$ cat config.mk
export PLATFORM = sky130hd
export DESIGN_NAME = two_key_sorted_priority_queue_flat
export DESIGN_NICKNAME = d
export VERILOG_FILES = /design/src/rtl/core/tksq_pkg.sv /design/src/rtl/core/tksq_if.sv /design/src/rtl/core/two_key_sorted_priority_queue.sv /design/src/rtl/core/tksq_cell.sv /design/src/flat_wrapper.sv
export SDC_FILE = /design/constraint.sdc
export NUM_CORES = 2
export LEC_CHECK = 0
export CAP_MARGIN = 20
export CORE_MARGIN = 4
export CORE_UTILIZATION = 30
export DETAILED_ROUTE_END_ITERATION = 8
export DONT_BUFFER_PORTS = 1
export HOLD_SLACK_MARGIN = 0.1
export PLACE_DENSITY = 0.54
export SLEW_MARGIN = 20
export SYNTH_ARGS = -nofsm -noshare
export SYNTH_HDL_FRONTEND = slang
export SYNTH_SLANG_ARGS = --single-unit
$ cat constraint.sdc
create_clock -name clk -period 12.2 [get_ports clk]
set_input_delay 0.61 -clock clk [delete_from_list [all_inputs] [get_ports clk]]
set_output_delay 0.61 -clock clk [all_outputs]
set_load 0.05 [all_outputs]
$ cat src/rtl/core/tksq_pkg.sv
`timescale 1ns / 1ps

package tksq_pkg;

  localparam int QUEUE_DEPTH = 16;
  localparam int CNT_W       = $clog2(QUEUE_DEPTH + 1);
  localparam int OCC_W       = 5;
  localparam int ID_W        = 16;
  localparam int TIME_W      = 32;
  localparam int CTR_W       = 8;

  typedef enum logic {
    OP_ENQ = 1'b0,
    OP_DEQ = 1'b1
  } tksq_op_t;

  typedef enum logic [1:0] {
    ST_OK    = 2'd0,
    ST_EMPTY = 2'd1,
    ST_FULL  = 2'd2
  } tksq_status_t;

  typedef struct packed {
    logic [ID_W-1:0]   id;
    logic [TIME_W-1:0] tstamp;
    logic [CTR_W-1:0]  ctr;
  } tksq_entry_t;

  // per-cycle command broadcast to every cell
  typedef struct packed {
    logic enq;
    logic deq;
  } tksq_ctl_t;

  // true when x must leave strictly before y
  function automatic logic served_before(tksq_entry_t x, tksq_entry_t y);
    logic res;
    if (x.tstamp != y.tstamp) begin
      res = (x.tstamp < y.tstamp);
    end else begin
      res = (x.ctr > y.ctr);
    end
    return res;
  endfunction

endpackage

$ cat src/rtl/core/tksq_if.sv
`timescale 1ns / 1ps

interface tksq_in_if;
  import tksq_pkg::*;
  logic              valid;
  logic              ready;
  logic              operation;
  logic [ID_W-1:0]   entry_id;
  logic [TIME_W-1:0] entry_time;
  logic [CTR_W-1:0]  entry_counter;

  modport source (output valid, output operation, output entry_id,
                  output entry_time, output entry_counter, input ready);
  modport sink (input valid, input operation, input entry_id,
                input entry_time, input entry_counter, output ready);
endinterface

interface tksq_out_if;
  import tksq_pkg::*;
  logic              valid;
  logic              ready;
  logic [1:0]        status;
  logic [ID_W-1:0]   head_id;
  logic [TIME_W-1:0] head_time;
  logic [CTR_W-1:0]  head_counter;
  logic [OCC_W-1:0]  occupancy;

  modport source (output valid, output status, output head_id, output head_time,
                  output head_counter, output occupancy, input ready);
  modport sink (input valid, input status, input head_id, input head_time,
                input head_counter, input occupancy, output ready);
endinterface

$ cat src/rtl/core/two_key_sorted_priority_queue.sv
`timescale 1ns / 1ps
// Channel | Dir | Payload                                            | Handshake
// in_ch   | in  | operation, entry_id, entry_time, entry_counter     | valid/ready
// out_ch  | out | status, head_id, head_time, head_counter, occupancy | valid/ready
//
// One item per cycle unless out_ch stalls; a result is valid the next cycle.
// The cell row decides insert position in parallel and shifts all cells at once.
// Synchronous active-low reset empties the queue; slot payloads stay as is.
// in_ch.ready drops only while a result sits unclaimed in the output register.

module two_key_sorted_priority_queue (
  input logic       clk,
  input logic       rst_n,
  tksq_in_if.sink   in_ch,
  tksq_out_if.source out_ch
);
  import tksq_pkg::*;

  tksq_entry_t new_entry;
  tksq_entry_t cell_entry [QUEUE_DEPTH];
  logic [QUEUE_DEPTH-1:0] cell_valid;
  logic [QUEUE_DEPTH-1:0] cell_go;
  tksq_ctl_t ctl;

  logic [CNT_W-1:0] count_r, count_nxt;
  logic             full, empty, accept;

  logic              out_valid_r;
  tksq_status_t      status_r, status_nxt;
  tksq_entry_t       head_r, head_nxt;
  logic [OCC_W-1:0]  occ_r;

  assign new_entry.id     = in_ch.entry_id;
  assign new_entry.tstamp = in_ch.entry_time;
  assign new_entry.ctr    = in_ch.entry_counter;

  // a new item may enter whenever the output slot frees up this cycle
  assign in_ch.ready = !out_valid_r || out_ch.ready;
  assign accept      = in_ch.valid && in_ch.ready;

  assign full  = (count_r == CNT_W'(QUEUE_DEPTH));
  assign empty = (count_r == '0);

  assign ctl.enq = accept && (in_ch.operation == OP_ENQ) && !full;
  assign ctl.deq = accept && (in_ch.operation == OP_DEQ) && !empty;

  // Cell row: slot 0 is the head. Enqueue shifts the tail run toward the
  // back; dequeue pulls every slot one step toward the head.
  for (genvar i = 0; i < QUEUE_DEPTH; i++) begin : g_cell
    tksq_entry_t l_entry, r_entry;
    logic        l_valid, l_go, r_valid;

    if (i == 0) begin : g_first
      assign l_entry = new_entry;
      assign l_valid = 1'b1;
      assign l_go    = 1'b0;
    end else begin : g_mid
      assign l_entry = cell_entry[i-1];
      assign l_valid = cell_valid[i-1];
      assign l_go    = cell_go[i-1];
    end

    if (i == QUEUE_DEPTH - 1) begin : g_last
      assign r_entry = '0;
      assign r_valid = 1'b0;
    end else begin : g_inner
      assign r_entry = cell_entry[i+1];
      assign r_valid = cell_valid[i+1];
    end

    tksq_cell u_cell (
      .clk        (clk),
      .rst_n      (rst_n),
      .ctl        (ctl),
      .new_entry  (new_entry),
      .left_entry (l_entry),
      .left_valid (l_valid),
      .left_go    (l_go),
      .right_entry(r_entry),
      .right_valid(r_valid),
      .entry      (cell_entry[i]),
      .valid      (cell_valid[i]),
      .go         (cell_go[i])
    );
  end

  always_comb begin
    count_nxt  = count_r;
    status_nxt = ST_OK;
    head_nxt   = '0;
    if (in_ch.operation == OP_ENQ) begin
      if (full) begin
        status_nxt = ST_FULL;
      end else begin
        count_nxt = count_r + CNT_W'(1);
      end
    end else begin
      if (empty) begin
        status_nxt = ST_EMPTY;
      end else begin
        count_nxt = count_r - CNT_W'(1);
        head_nxt  = cell_entry[0];
      end
    end
  end

  always_ff @(posedge clk) begin
    if (accept) begin
      status_r <= status_nxt;
      head_r   <= head_nxt;
      occ_r    <= OCC_W'(count_nxt);
    end
    if (!rst_n) begin
      count_r     <= '0;
      out_valid_r <= 1'b0;
    end else begin
      if (accept) begin
        count_r <= count_nxt;
      end
      if (accept) begin
        out_valid_r <= 1'b1;
      end else if (out_ch.ready) begin
        out_valid_r <= 1'b0;
      end
    end
  end

  assign out_ch.valid        = out_valid_r;
  assign out_ch.status       = status_r;
  assign out_ch.head_id      = head_r.id;
  assign out_ch.head_time    = head_r.tstamp;
  assign out_ch.head_counter = head_r.ctr;
  assign out_ch.occupancy    = occ_r;

endmodule

$ cat src/rtl/core/tksq_cell.sv
`timescale 1ns / 1ps

module tksq_cell (
  input  logic                 clk,
  input  logic                 rst_n,
  input  tksq_pkg::tksq_ctl_t  ctl,
  input  tksq_pkg::tksq_entry_t new_entry,
  input  tksq_pkg::tksq_entry_t left_entry,
  input  logic                 left_valid,
  input  logic                 left_go,
  input  tksq_pkg::tksq_entry_t right_entry,
  input  logic                 right_valid,
  output tksq_pkg::tksq_entry_t entry,
  output logic                 valid,
  output logic                 go
);
  import tksq_pkg::*;

  tksq_entry_t entry_r, entry_nxt;
  logic        valid_r, valid_nxt;

  // go: new item belongs here or further toward the head; forms a tail run
  assign go = !valid_r || served_before(new_entry, entry_r);

  always_comb begin
    entry_nxt = entry_r;
    valid_nxt = valid_r;
    if (ctl.enq) begin
      valid_nxt = valid_r | left_valid;
      if (go) begin
        entry_nxt = left_go ? left_entry : new_entry;
      end
    end else if (ctl.deq) begin
      valid_nxt = right_valid;
      entry_nxt = right_entry;
    end
  end

  always_ff @(posedge clk) begin
    entry_r <= entry_nxt;
    if (!rst_n) begin
      valid_r <= 1'b0;
    end else begin
      valid_r <= valid_nxt;
    end
  end

  assign entry = entry_r;
  assign valid = valid_r;

endmodule

$ cat src/flat_wrapper.sv
// flat-port wrapper written by rule: the top's interface ports become plain ports
module two_key_sorted_priority_queue_flat import tksq_pkg::*;
  (clk, rst_n, in_ch_valid, in_ch_operation, in_ch_entry_id, in_ch_entry_time, in_ch_entry_counter, in_ch_ready, out_ch_valid, out_ch_status, out_ch_head_id, out_ch_head_time, out_ch_head_counter, out_ch_occupancy, out_ch_ready);
  tksq_in_if in_ch_i ();
  tksq_out_if out_ch_i ();
  input logic clk;
  input logic rst_n;
  input wire logic [$bits(in_ch_i.valid)-1:0] in_ch_valid;
  input wire logic [$bits(in_ch_i.operation)-1:0] in_ch_operation;
  input wire logic [$bits(in_ch_i.entry_id)-1:0] in_ch_entry_id;
  input wire logic [$bits(in_ch_i.entry_time)-1:0] in_ch_entry_time;
  input wire logic [$bits(in_ch_i.entry_counter)-1:0] in_ch_entry_counter;
  output wire logic [$bits(in_ch_i.ready)-1:0] in_ch_ready;
  output wire logic [$bits(out_ch_i.valid)-1:0] out_ch_valid;
  output wire logic [$bits(out_ch_i.status)-1:0] out_ch_status;
  output wire logic [$bits(out_ch_i.head_id)-1:0] out_ch_head_id;
  output wire logic [$bits(out_ch_i.head_time)-1:0] out_ch_head_time;
  output wire logic [$bits(out_ch_i.head_counter)-1:0] out_ch_head_counter;
  output wire logic [$bits(out_ch_i.occupancy)-1:0] out_ch_occupancy;
  input wire logic [$bits(out_ch_i.ready)-1:0] out_ch_ready;
  assign in_ch_i.valid = in_ch_valid;
  assign in_ch_i.operation = in_ch_operation;
  assign in_ch_i.entry_id = in_ch_entry_id;
  assign in_ch_i.entry_time = in_ch_entry_time;
  assign in_ch_i.entry_counter = in_ch_entry_counter;
  assign in_ch_ready = in_ch_i.ready;
  assign out_ch_valid = out_ch_i.valid;
  assign out_ch_status = out_ch_i.status;
  assign out_ch_head_id = out_ch_i.head_id;
  assign out_ch_head_time = out_ch_i.head_time;
  assign out_ch_head_counter = out_ch_i.head_counter;
  assign out_ch_occupancy = out_ch_i.occupancy;
  assign out_ch_i.ready = out_ch_ready;
  two_key_sorted_priority_queue u_core (.clk(clk), .rst_n(rst_n), .in_ch(in_ch_i), .out_ch(out_ch_i));
endmodule
==> impl_metrics.yaml <==
setup_path:
  cp_top_family: "buffers and inverters"
  crit_path_max_incr_delay_ps: 760
  reg2regPathDepth: 8
  reg2reg_slack_ps: 7010
  cp.required_ps: 12580
  crit_path_top_delay_cell: "buf_4"
  critPathKind: "flop to flop"
  crit_buf_inv: 3
  r2r-end: "u_core.g_cell[10].u_cell.entry[30]"
  critical_path.endpoint_type: "flop"
  critPathMaxFanout: 212
  r2r_start: "u_core.out_ch.valid"
  critPathArrivalTime_ps: 5580
  cp_cell_sequence: "nand2b_1, nand2_1, nor3_2, buf_12, buf_4, nand2_1, nand2_4, buf_4"
  cp-start-kind: "flop"
sta:
  finalCritPeriodShare: 0.426
  finClkSkew_ps: 43.5
  fin_crit_ps: 5190
  finalSetupViolations: 0
  rsz0062_at_grt: "no"
  relSlewSlack: 0.235
  worst_pin_slew_ps: 1150
  fmax_ghz: 0.193
  fin_tns_setup_ps: 0
  finalHoldViolCount: 0
  slew_viol_final: 0
min_path:
  min_from: "in_ch_entry_time[15]"
  whs_endpoint: "u_core.g_cell[9].u_cell.entry[23]"
  min_path_type: "primary input to flop"
  min_path_cells: 2
power:
  total_power_mw: 10.2
  ir_drop_mv: 0.136
  p_leak_nw: 32.3
  p_per_area_nw_per_um2: 143
cts:
  cts_max_path_buffers: 3
  clockRootBuffer: "clkbuf_16"
  clock_sinks: 981
  cts_buffers: 116
  cts_setup_buffers: 0
  htreeDepth: 3
  cts_tree: "done"
  clkTransAtPathRegs_ps: 60
  clock_latency_ps: 780
  hold_buffers: 72
  cts-resized-gates: 0
layout:
  syn_to_final_growth_pct: 11.1
  nFillCells: 21574
  multi_input_comb_area_um2: 30900
  fin_nets: 6959
  fin_util: 0.335
  final_common_cell: "edfxtp_1"
  layout_common_cells: "959 x edfxtp_1, 785 x mux2i_1, 750 x a21oi_1"
  regArea_um2: 29200
  drive_above_1_share: 0.0417
global_routing:
  antenna_found_initial: 4
  track_usage: 0.192
  grt_pass1_wl_um: 322000
  gr-total-overflow: 0
  grt_max_degree: 224
  grt_pass1_vias: 48185
drt:
  finalWirelength_um: 221000
  drtAntennaViolNets: 0
  route.vias.total: 49029
  drt_pass1_iterations: 6
  routed_via_density: 5.34
  drt-wirelength-per-cell_um: 24.1
  drc_errors: 0
  drt_iter0_drc: 4397
logic_synthesis:
  ys_types: 59
  synth_xor_area_frac: 0.000274
  yosysWarnings: 0
  synth_nets: 7070
  synthMuxAreaShare: 0.123
  synth_compound_area_frac: 0.124
  synth_top_family_by_area: "adder cells"
  syn_inst: 6367
  synthSimpleGateAreaFrac: 0.104
  yosys.area_share.adder: 0.126
  synth_edf_count: 959
  synth_top_flop_cell: "edfxtp_1"
  async_flop_share: 0
  synth-seq-cells: 981
  syn-mean-instance-area_um2: 10.0
  synth_seq_area_share: 0.457
  netlist_area_um2: 63900
die:
  core-area_um2: 212000
  start_util: 0.301
  fp-row-count: 169
  dieHeight_um: 470
  io_pins: 126
  die-area_um2: 221000
  die_w_um: 470
placement:
  hpwlAfterDp_um: 141000
  gp_congestion: 0.895
  numPortBuffers: 0
outcome:
  outcome: "finished, final reports clean"
run:
  cap_viol_max_count: 0
==> worst register-to-register path: cells and delay by family, from the launching register on <==
family	cells	cell delay (ps)
DFF	1	470
buffers and inverters	3	2340
and+or+nand+nor	5	1890
==> logic make-up (layout without fill, tap and decap cells) <==
kind of cell,Yosys count,count (layout)
AND/OR/NAND/NOR,1510,1510
AO/OA/AOI/OAI,1436,1436
buffers and inverters,1011,995
flip-flops,981,981
multiplexers,785,785
adder cells (fa/ha/maj),642,642
XOR/XNOR,2,2
other,0,1
==> worst max-delay path by stage <==
stage                     slack, ps  cells past startpoint                                  to                               from
final                          7010                      8  u_core.g_cell[10].u_cell.entry[30]                u_core.out_ch.valid
after global routing           6810                      8  u_core.g_cell[10].u_cell.entry[31]                u_core.out_ch.valid
after CTS                      6960                     10   u_core.g_cell[0].u_cell.entry[24]  u_core.g_cell[0].u_cell.entry[39]
after detailed placement       6870                      9   u_core.g_cell[0].u_cell.entry[24]               in_ch_entry_time[31]
after global placement         6580                     10   u_core.g_cell[3].u_cell.entry[47]               in_ch_entry_time[31]
after floorplan                5180                      7   u_core.g_cell[15].u_cell.entry[0]                       out_ch_ready
==> registers in the layout, summed over array words and instances (netlist names) <==
register / flops
u_core.out_ch.occupancy: 5
u_core.count_r: 5
u_core.out_ch.head_counter: 8
u_core.g_cell.u_cell.entry: 896
u_core.out_ch.status: 2
u_core.out_ch.head_id: 16
u_core.out_ch.valid: 1
u_core.out_ch.head_time: 32
u_core.g_cell.u_cell.valid: 16
==> per-stage QoR <==
stage	hold WS [ps]	instance area, um^2	worst slack, ps	instances
2_1_floorplan	442	63900	5180	6367
3_3_place_gp	467	66600	6580	8886
6_report	150	71000	7010	9173
4_1_cts	100	71000	6960	9172
5_1_grt	117	71000	6810	9172
3_5_place_dp	475	66600	6870	8887
==> cell usage after synthesis (29+ instances only) <==
| master | number | area (um^2) |
|---|---|---|
| clkbuf_1 | 259 | 972 |
| nor2_1 | 556 | 2090 |
| nand4_1 | 128 | 801 |
| nand2_1 | 513 | 1930 |
| a21oi_1 | 751 | 3760 |
| buf_6 | 38 | 428 |
| and2_1 | 62 | 388 |
| buf_2 | 29 | 145 |
| edfxtp_1 | 959 | 28800 |
| inv_1 | 648 | 2430 |
| o211ai_1 | 30 | 225 |
| o21ai_0 | 168 | 841 |
| ha_1 | 642 | 8030 |
| mux2i_1 | 785 | 7860 |
| o21ai_1 | 294 | 1470 |
| nand3_1 | 118 | 591 |
| a21o_1 | 69 | 518 |
==> layout make-up <==
class	instances	area share
Multi-Input combinational cell	4375	0.435
Antenna cell	1	0.0000352
Clock buffer	148	0.0428
Inverter	649	0.0343
Timing Repair Buffer	133	0.0178
Sequential cell	981	0.412
Clock inverter	65	0.00919
Tap cell	2821	0.0497
==> per-layer routing <==
metal  GRT usage  wire (um)  vias to the layer above
li1            -          -                    22739
met1       0.258      96700                    24393
met2       0.311     100000                     1557
met3      0.0337      14700                      338
met5           0         12                        -
met4      0.0711       8770                        2
==> where the power goes <==
group	switching, mW	internal (mW)
Clock	1.52	1.97
Sequential	0.373	4.23
Combinational	1.33	0.741
Total	3.22	6.94
(Power assumes the default switching activity.)
